==> src/hdl/qtpr_pkg.sv <==
// Package for the quadtree path raster painter.
// Holds item codes, field widths, defaults and the controller/datapath
// command and status structs. No dependencies.
package qtpr_pkg;

  // Field widths of the item and result ports
  localparam int FUNC_W       = 2;
  localparam int DIGITS_W     = 18;
  localparam int PLEN_W       = 4;
  localparam int ROW_IDX_W    = 9;
  localparam int WORD_IDX_W   = 3;
  localparam int PIXEL_W      = 64;
  localparam int SIDE_LOG2_W  = 4;

  // Defaults
  localparam int MAX_SIDE_LOG2_DEF = 9;
  localparam int MAX_DIGITS        = 9;
  localparam logic [SIDE_LOG2_W-1:0] SIDE_LOG2_RST = 4'd9;

  // Item function codes
  localparam logic [FUNC_W-1:0] FUNC_CLEAR  = 2'd0;
  localparam logic [FUNC_W-1:0] FUNC_PAINT  = 2'd1;
  localparam logic [FUNC_W-1:0] FUNC_READ   = 2'd2;
  localparam logic [FUNC_W-1:0] FUNC_UNUSED = 2'd3;

  // Controller -> datapath commands
  typedef struct packed {
    logic load;         // capture item fields and paint geometry
    logic clear_step;   // write zero at sweep address, advance sweep
    logic paint_step;   // issue read of next painted word, advance
    logic read_issue;   // issue read of the requested word
    logic result_load;  // load the output register
  } cmd_t;

  // Datapath -> controller status
  typedef struct packed {
    logic clear_last;   // sweep is at the last store word
    logic paint_last;   // paint walk is at its last word
  } status_t;

endpackage

==> src/hdl/qtpr_ctrl.sv <==
// Controller state machine for the quadtree path raster painter.
// Sequences clear sweeps, paint walks, reads and result delivery.
// Depends on qtpr_pkg.
module qtpr_ctrl (
  input  logic                         clk_i,
  input  logic                         rst_ni,
  input  logic                         in_valid_i,
  input  logic [qtpr_pkg::FUNC_W-1:0]  in_func_i,
  output logic                         in_stall_o,
  input  logic                         out_stall_i,
  output logic                         out_valid_o,
  output qtpr_pkg::cmd_t               cmd_o,
  input  qtpr_pkg::status_t            status_i
);
  import qtpr_pkg::*;

  localparam logic [2:0] StIdle  = 3'd0;
  localparam logic [2:0] StClear = 3'd1;
  localparam logic [2:0] StPaint = 3'd2;
  localparam logic [2:0] StDrain = 3'd3;
  localparam logic [2:0] StRead  = 3'd4;
  localparam logic [2:0] StResp  = 3'd5;

  logic [2:0] state_q, state_d;
  logic       resp_q, resp_d;       // clear sweep owes a result
  logic       out_valid_q, out_valid_d;
  logic       accept;
  logic       slot_free;

  assign in_stall_o  = (state_q != StIdle);
  assign accept      = in_valid_i && (state_q == StIdle);
  assign slot_free   = !out_valid_q || !out_stall_i;
  assign out_valid_o = out_valid_q;

  // Next state and commands
  always_comb begin
    state_d = state_q;
    resp_d  = resp_q;
    cmd_o   = '0;
    unique case (state_q)
      StIdle: begin
        if (accept) begin
          cmd_o.load = 1'b1;
          unique case (in_func_i)
            FUNC_CLEAR: begin
              state_d = StClear;
              resp_d  = 1'b1;
            end
            FUNC_PAINT:  state_d = StPaint;
            FUNC_READ:   state_d = StRead;
            FUNC_UNUSED: state_d = StResp;
            default:     state_d = StResp;
          endcase
        end
      end
      StClear: begin
        cmd_o.clear_step = 1'b1;
        if (status_i.clear_last) begin
          state_d = resp_q ? StResp : StIdle;
          resp_d  = 1'b0;
        end
      end
      StPaint: begin
        cmd_o.paint_step = 1'b1;
        if (status_i.paint_last) state_d = StDrain;
      end
      StDrain: state_d = StResp;
      StRead: begin
        cmd_o.read_issue = 1'b1;
        state_d = StResp;
      end
      StResp: begin
        if (slot_free) begin
          cmd_o.result_load = 1'b1;
          state_d = StIdle;
        end
      end
      default: state_d = StIdle;
    endcase
  end

  // Output register valid
  always_comb begin
    out_valid_d = out_valid_q;
    if (cmd_o.result_load) out_valid_d = 1'b1;
    else if (!out_stall_i) out_valid_d = 1'b0;
  end

  // Reset starts with a clear sweep that owes no result
  always_ff @(posedge clk_i or negedge rst_ni) begin
    if (!rst_ni) begin
      state_q     <= StClear;
      resp_q      <= 1'b0;
      out_valid_q <= 1'b0;
    end else begin
      state_q     <= state_d;
      resp_q      <= resp_d;
      out_valid_q <= out_valid_d;
    end
  end

endmodule

==> config.mk <==
export PLATFORM = sky130hd
export DESIGN_NAME = qtpr_ctrl
export DESIGN_NICKNAME = d
export VERILOG_FILES = /design/src/hdl/qtpr_pkg.sv /design/src/hdl/qtpr_ctrl.sv
export SDC_FILE = /design/constraint.sdc
export NUM_CORES = 1
export LEC_CHECK = 0
export ABC_AREA = 1
export BUFFER_PORTS_ARGS = -buffer_cell sky130_fd_sc_hd__buf_4
export CAP_MARGIN = 20
export CORE_AREA = 5 5 42 44
export CTS_CLUSTER_DIAMETER = 150
export DETAILED_ROUTE_END_ITERATION = 10
export DIE_AREA = 0 0 47 49
export SYNTH_ARGS = -nofsm -noshare
export SYNTH_HDL_FRONTEND = slang
export SYNTH_SLANG_ARGS = --single-unit
==> constraint.sdc <==
create_clock -name clk_i -period 1.1 [get_ports clk_i]
set_input_delay 0 -clock clk_i [delete_from_list [all_inputs] [get_ports clk_i]]
set_output_delay 0 -clock clk_i [all_outputs]
set_load 0.01 [all_outputs]
==> results of run 1 <==
==> per-stage QoR <==
step	setup WS (ns)	power, uW	hold slack, ns
6_report	-0.2242	1876	0.01737
5_1_grt	-0.3080	2053	0.02706
3_3_place_gp	-0.08269	1364	-0.1971
4_1_cts	-0.2372	1767	0.006784
3_5_place_dp	-0.1235	1368	-0.1972
2_1_floorplan	-0.02194	935.1	-0.2956
==> per-layer routing <==
| metal | GRT usage (%) | vias to the layer above | routed length [microns] |
|---|---|---|---|
| li1 | - | 279 | - |
| met1 | 14.48 | 219 | 460 |
| met2 | 17.19 | 13 | 553 |
| met3 | 5.535 | 4 | 78 |
| met4 | 4.147 | 0 | 36 |
| met5 | 0 | - | 0 |
==> layout make-up <==
cell class              instances  area [sq um]  area share [%]
well taps                      16         20.02           2.568
repair buffers                 28         235.2           30.18
inverters                      16         62.56           8.026
multi-input cells              51         307.8           39.49
flip-flops and latches          5         127.6           16.37
clock buffers                   4         26.28           3.371
==> worst max path at each step <==
stage                     from          to  slack (ns)  depth (start not counted)
floorplan           state_q[0]  state_q[2]       -0.02                          7
global placement    state_q[0]  state_q[1]       -0.08                          7
detailed placement  state_q[0]  state_q[2]       -0.12                          7
CTS                 state_q[0]    cmd_o[4]       -0.24                          6
global route        state_q[0]    cmd_o[3]       -0.31                          6
finish              state_q[0]    cmd_o[3]       -0.22                          6
==> cells in the mapped netlist <==
master    n
or2_2     1
nor2_4    1
o21ai_1   1
buf_4     1
nor2_1    7
nand3_2   2
nand2_2   2
nor2_2    4
inv_1    12
dfrtp_1   4
nand2_1  21
nand3_1   8
dfstp_2   1
ha_1      4
inv_2     4
==> timing repair <==
item,in CTS,in global routing
setup buffers,4,0
setup endpoints to repair,10,10
gates resized for setup,7,10
hold endpoints to repair,5,0
pin swaps,1,1
hold buffers,1,0
==> worst reg2reg max path: cells and delay by family, from the launching register on <==
family	cells	cell delay, ns
buffers and inverters	2	0.20
DFF	1	0.56
and+or+nand+nor	6	0.43
==> sequential cells by signal (all words and copies together) (netlist names) <==
signal and count:
out_valid_o 1, state_q 3, resp_q 1
==> cells by family after synthesis <==
kind of cell               after synthesis
and+or+nand+nor                         46
adders and majority gates                4
AOI/OAI and AO/OA                        1
DFF                                      5
buffers and inverters                   17
==> report_power, final <==
group | internal, uW | switching, uW
clock network | 137 | 71.4
logic | 654 | 637
registers | 279 | 97.0
==> results.md, run 1 <==
* Flop2flop setup slack at -0.22 ns
* Share of post-route cells with drive strength above 1 at 50.00%
* Most frequent cells in the layout: 21 x buf_4, 19 x nand2_1, 11 x inv_1
* Initial Util at 33.48%
* CP cell instances: inv_2 > nor2_4 > nand2_2 > buf_4 > inv_2 > buf_6
* Vias at 515
* Final Hold Viols at 0
* Count of pins over their slew limit at 0
* I/O pin cnt at 15
* Clock root buffer: clkbuf_4
* Worst vdd ir at 1.147 mV
* Ant. Diodes at 0
* Via density at 4.292
* Status: complete, but fails checks
* Top delay family on crit path: flip-flops
* Worst min path class: input pin to flip-flop
* Tcrit/Tclk final at 120.4%
* Layout net count at 117
* Placed cells at 111
* PD cells at 2406 mW/mm^2
* Placed cell area at 654.4 sq um
* Die area at 0.002303 sq mm
* Most used cell, CP: inv_2
* Post-synth top area cell: dfrtp_1
* Flops & latches, synth at 5
* Largest net degree at the start of global routing at 9
* First-pass detailed-route iteration total at 3
* DP Wirelength at 900.2 microns
* Seq/Total Area, Yosys at 26.93%
* Most common cell after layout, fill and taps aside: buf_4
* Gpl congestion at 0.7993
* Final Cell Area at 779.5 sq um
* Port-buffer cells at 14
* Filler cells at 137
* Fin Setup TNS at -1.817 ns
* Synthesized area per cell at 6.427 sq um
* Skew final at 0.006757 ns
* Initial antenna violation count at 0
* RR Startpoint: state_q[0]
* Max-cap violations at 0
* Die height at 49 microns
* Syn nets at 85
* Max incr delay on CP at 0.56 ns
* Core Area at 0.001401 sq mm
* Post-layout util at 55.63%
* Simple-gate share of the synthesized area at 46.93%
* Slowest cell on crit path: dfstp_2
* GRT overflow at 0
* Top-area cell type share of the netlist area at 21.33%
* Final Setup Violations at 10
* Final cell count without fillers at 120
* Actual slew at the worst max-slew pin at 0.2499 ns
* WHS Endpoint: out_valid_o
* RSZ-0062 raised after global routing: yes
* Dominant cells by area after synthesis: dfrtp_1 21%, nand2_1 17%, ha_1 11%
* Clock transition at path regs at 0.04 ns
* Latest clock arrival within the worst-skew pair at 0.24 ns
* Worst-path fanout max at 4
* H-Tree Depth at 1
* Fmax achieved at 0.7552 GHz
* Vias in the first global route at 494
* Worst Path Class, Setup: flip-flop to output port
* Synth Area in Compound Gates at 1.067%
* Num CTS Buffers at 3
* Synth Warn # at 0
* Synth Area in XOR/XNOR at 0%
* Worst Hold Depth at 3
* Failing checks: setup timing
* Crit path time final at 1.324 ns
* Setup slack after layout at -0.2242 ns
* Maximum clock path buffer count at 2
* Starting DRT DRC Count at 4
* Global-route wire length before repair at 2007 microns
* Hold_sp: out_stall_i
* DR WL/cell at 9.408 microns
* Cell Area, Synth at 469.2 sq um
* Largest family of logic cells by synthesized area: simple AND/OR/NAND/NOR gates
* Reg2reg end: state_q[2]
* Worst slew margin at 83.34%
* Area grow syn2layout at 66.13%
* Worst path bufs/invs at 4
* Clock tree sinks at 5
* Total Routing Usage GR at 11.67%
* Endpoint class of the critical path: output port
* Worst EP required at 1.10 ns
* Synth cell types at 15
* Chip width at 47 microns
* Total Routed Length at 1129 microns
* CP startpoint kind: flip-flop
* Mux cell area share after synthesis at 0%
* Leakage power at 0.0004679 uW
* DRC violations left at 0
* Synth Area in Adders at 10.67%
* DRT antenna net count at 0
* Gate Count Post-Synth at 73
* FF-to-FF path depth at 8
* Rows at 14
* Crit path DAT at 1.32 ns
* CTS tree: done
Note: power is estimated with default switching activity, not from simulation.
==> inputs of run 2 (changes only) <==
--- a/config.mk
+++ b/config.mk
@@ -12,6 +12,7 @@
 export CTS_CLUSTER_DIAMETER = 150
 export DETAILED_ROUTE_END_ITERATION = 10
 export DIE_AREA = 0 0 47 49
+export PLACE_DENSITY = 0.72
 export SYNTH_ARGS = -nofsm -noshare
 export SYNTH_HDL_FRONTEND = slang
 export SYNTH_SLANG_ARGS = --single-unit
==> results.md, run 2 (synthesized netlist as in run 1, its figures left out) <==
* Status: complete, but fails checks
* Failing checks: setup timing
* WHS Endpoint: out_valid_o
* Final Setup Violations at 10 (unchanged)
* Maximum clock path buffer count at 2 (unchanged)
* Total Routed Length at 1376 microns (+22%)
* PD cells at 2415 mW/mm^2 (+0.37%)
* Worst min path class: input pin to flip-flop
* CP startpoint kind: flip-flop
* CP cell instances: inv_4 > nor2_4 > buf_6 > nand3_4 > nand2_4 > nor2_4 > nand2_1 > nand2_1
* GR Util met3 at 5.535% (unchanged)
* Clock share of power at 11.2% (about the same)
* RR Startpoint: state_q[0]
* Global-route wire length before repair at 2263 microns (+13%)
* Starting DRT DRC Count at 4 (unchanged)
* Worst hold slack at 0.02502 ns (+0.007656 ns)
* P_int at 1018 uW (-4.8%)
* Worst-path fanout max at 4 (unchanged)
* Fin Setup TNS at -1.521 ns (+0.2960 ns)
* I/O pin cnt at 15 (unchanged)
* DP Wirelength at 866.3 microns (-3.8%)
* Max-cap violations at 0 (unchanged)
* RSZ-0062 raised after global routing: yes
* Gpl congestion at 0.8766 (+9.7%)
* Comb pwr share at 68.2% (-0.7 points)
* Gr busiest metal: met2
* Most common cell after layout, fill and taps aside: buf_4
* Tcrit/Tclk final at 118.1% (-2.3 points)
* Worst path depth at 8 (+2)
* GRT overflow at 0 (unchanged)
* Setup slack after layout at -0.1992 ns (+0.02492 ns)
* Hold_sp: out_stall_i
* Filler cells at 128 (-6.6%)
* Layout net count at 115 (-1.7%)
* Via density at 4.466 (+4.1%)
* Port-buffer cells at 14 (unchanged)
* FF-to-FF path depth at 8 (unchanged)
* Largest net degree at the start of global routing at 8 (-1)
* Skew final at 0.005774 ns (-0.0009823 ns)
* Share of post-route cells with drive strength above 1 at 54.90% (+4.9 points)
* Latest clock arrival within the worst-skew pair at 0.24 ns (about the same)
* Max incr delay on CP at 0.56 ns (about the same)
* Placed cell area at 631.9 sq um (-3.4%)
* Clock transition at path regs at 0.05 ns (about the same)
* Met2 usage at 22.40% (+5.2 points)
* Worst path bufs/invs at 2 (-2)
* Rows at 14 (unchanged)
* Tot Pwr at 1895 uW (+1.0%)
* First-pass detailed-route iteration total at 2 (-1)
* Core Area at 0.001401 sq mm (unchanged)
* Worst slew margin at 87.52% (+4.2 points)
* DR WL/cell at 11.66 microns (+24%)
* Most frequent cells in the layout: 22 x buf_4, 16 x nand2_1, 11 x inv_1
* Max reg flops at 3 (unchanged)
* CTS tree: done
* Fmax achieved at 0.7697 GHz (+1.9%)
* Top delay family on crit path: flip-flops
* Worst vdd ir at 1.376 mV (+20%)
* Ant. Diodes at 0 (unchanged)
* Worst EP required at 1.22 ns (+0.12 ns)
* Area grow syn2layout at 67.20%
* Post-layout util at 55.98% (+0.36 points)
* Clock tree sinks at 5 (unchanged)
* Slowest cell on crit path: dfstp_2
* Actual slew at the worst max-slew pin at 0.1870 ns (-0.06289 ns)
* Die area at 0.002303 sq mm (unchanged)
* Endpoint class of the critical path: flip-flop
* Total Routing Usage GR at 13.16% (+1.5 points)
* Count of pins over their slew limit at 0 (unchanged)
* Final Hold Viols at 0 (unchanged)
* DRT antenna net count at 0 (unchanged)
* Leakage power at 0.0004539 uW (-3.0%)
* Most flops, register: state_q
* Die height at 49 microns (unchanged)
* Flop2flop setup slack at -0.20 ns (+0.02 ns)
* Reg2reg end: state_q[2]
* Sw Pwr at 876.4 uW (+8.8%)
* Num CTS Buffers at 3 (unchanged)
* Worst Hold Depth at 3 (unchanged)
* Final Cell Area at 784.5 sq um (+0.64%)
* Sw frac at 46.25% (+3.3 points)
* Crit path time final at 1.299 ns (-0.02492 ns)
* Initial antenna violation count at 0 (unchanged)
* Crit path DAT at 1.42 ns (+0.10 ns)
* Initial Util at 33.48% (unchanged)
* H-Tree Depth at 1 (unchanged)
* Register share of total power at 20.6% (+0.6 points)
* Met1 GRT Util at 14.29% (-0.19 points)
* Worst Path Class, Setup: flip-flop to flip-flop
* Chip width at 47 microns (unchanged)
* Vias in the first global route at 544 (+10%)
* DRC violations left at 0 (unchanged)
* Vias at 527 (+2.3%)
* Clock root buffer: clkbuf_4
run 2: power by group through the flow:
stage	logic, uW	registers (uW)	clock network [uW]
5_1_grt	1410	396	240
3_3_place_gp	927	364	0
2_1_floorplan	574	361	0
6_report	1290	390	212
4_1_cts	1170	373	217
3_5_place_dp	936	370	0
run 2: cell type report:
cell class / instances / area, sq um / area share, %
multi-input cells: 51 / 332.8 / 42.42
flip-flops and latches: 5 / 128.9 / 16.43
repair buffers: 26 / 209.0 / 26.63
well taps: 16 / 20.02 / 2.552
inverters: 16 / 67.56 / 8.612
clock buffers: 4 / 26.28 / 3.349
run 2: worst reg2reg max path, delay by kind of cell, from the launching register on:
family | cells | cell delay (ns)
and+or+nand+nor | 6 | 0.43
DFF | 1 | 0.56
buffers and inverters | 2 | 0.19
run 2: repair_timing:
| action | 4_1_cts | 5_1_grt |
|---|---|---|
| resized for setup | 12 | 11 |
| setup endpoints to repair | 10 | 10 |
| pin swaps | 4 | 5 |
| buffers inserted | 5 | 0 |
| hold endpoints to repair | 5 | 0 |
| hold buffers | 1 | 0 |
run 2: worst max-delay path by stage:
stage	start	to	slack, ns
floorplan	state_q[0]	state_q[2]	-0.02
global placement	state_q[0]	state_q[1]	-0.09
detailed placement	state_q[0]	state_q[1]	-0.10
CTS	state_q[0]	cmd_o[0]	-0.20
global route	state_q[0]	state_q[2]	-0.25
finish	state_q[0]	state_q[2]	-0.20
run 2: layer usage:
layer / vias up / wire, microns
met5: - / 0
met4: 0 / 14
li1: 274 / -
met3: 2 / 40
met1: 243 / 528
met2: 8 / 792
run 2: through the flow:
stage / setup slack (ns) / cells
after global placement: -0.09192 / 108
after CTS: -0.1957 / 118
after detailed placement: -0.1022 / 108
after global routing: -0.2471 / 118
after floorplan: -0.02194 / 73
final: -0.1992 / 118
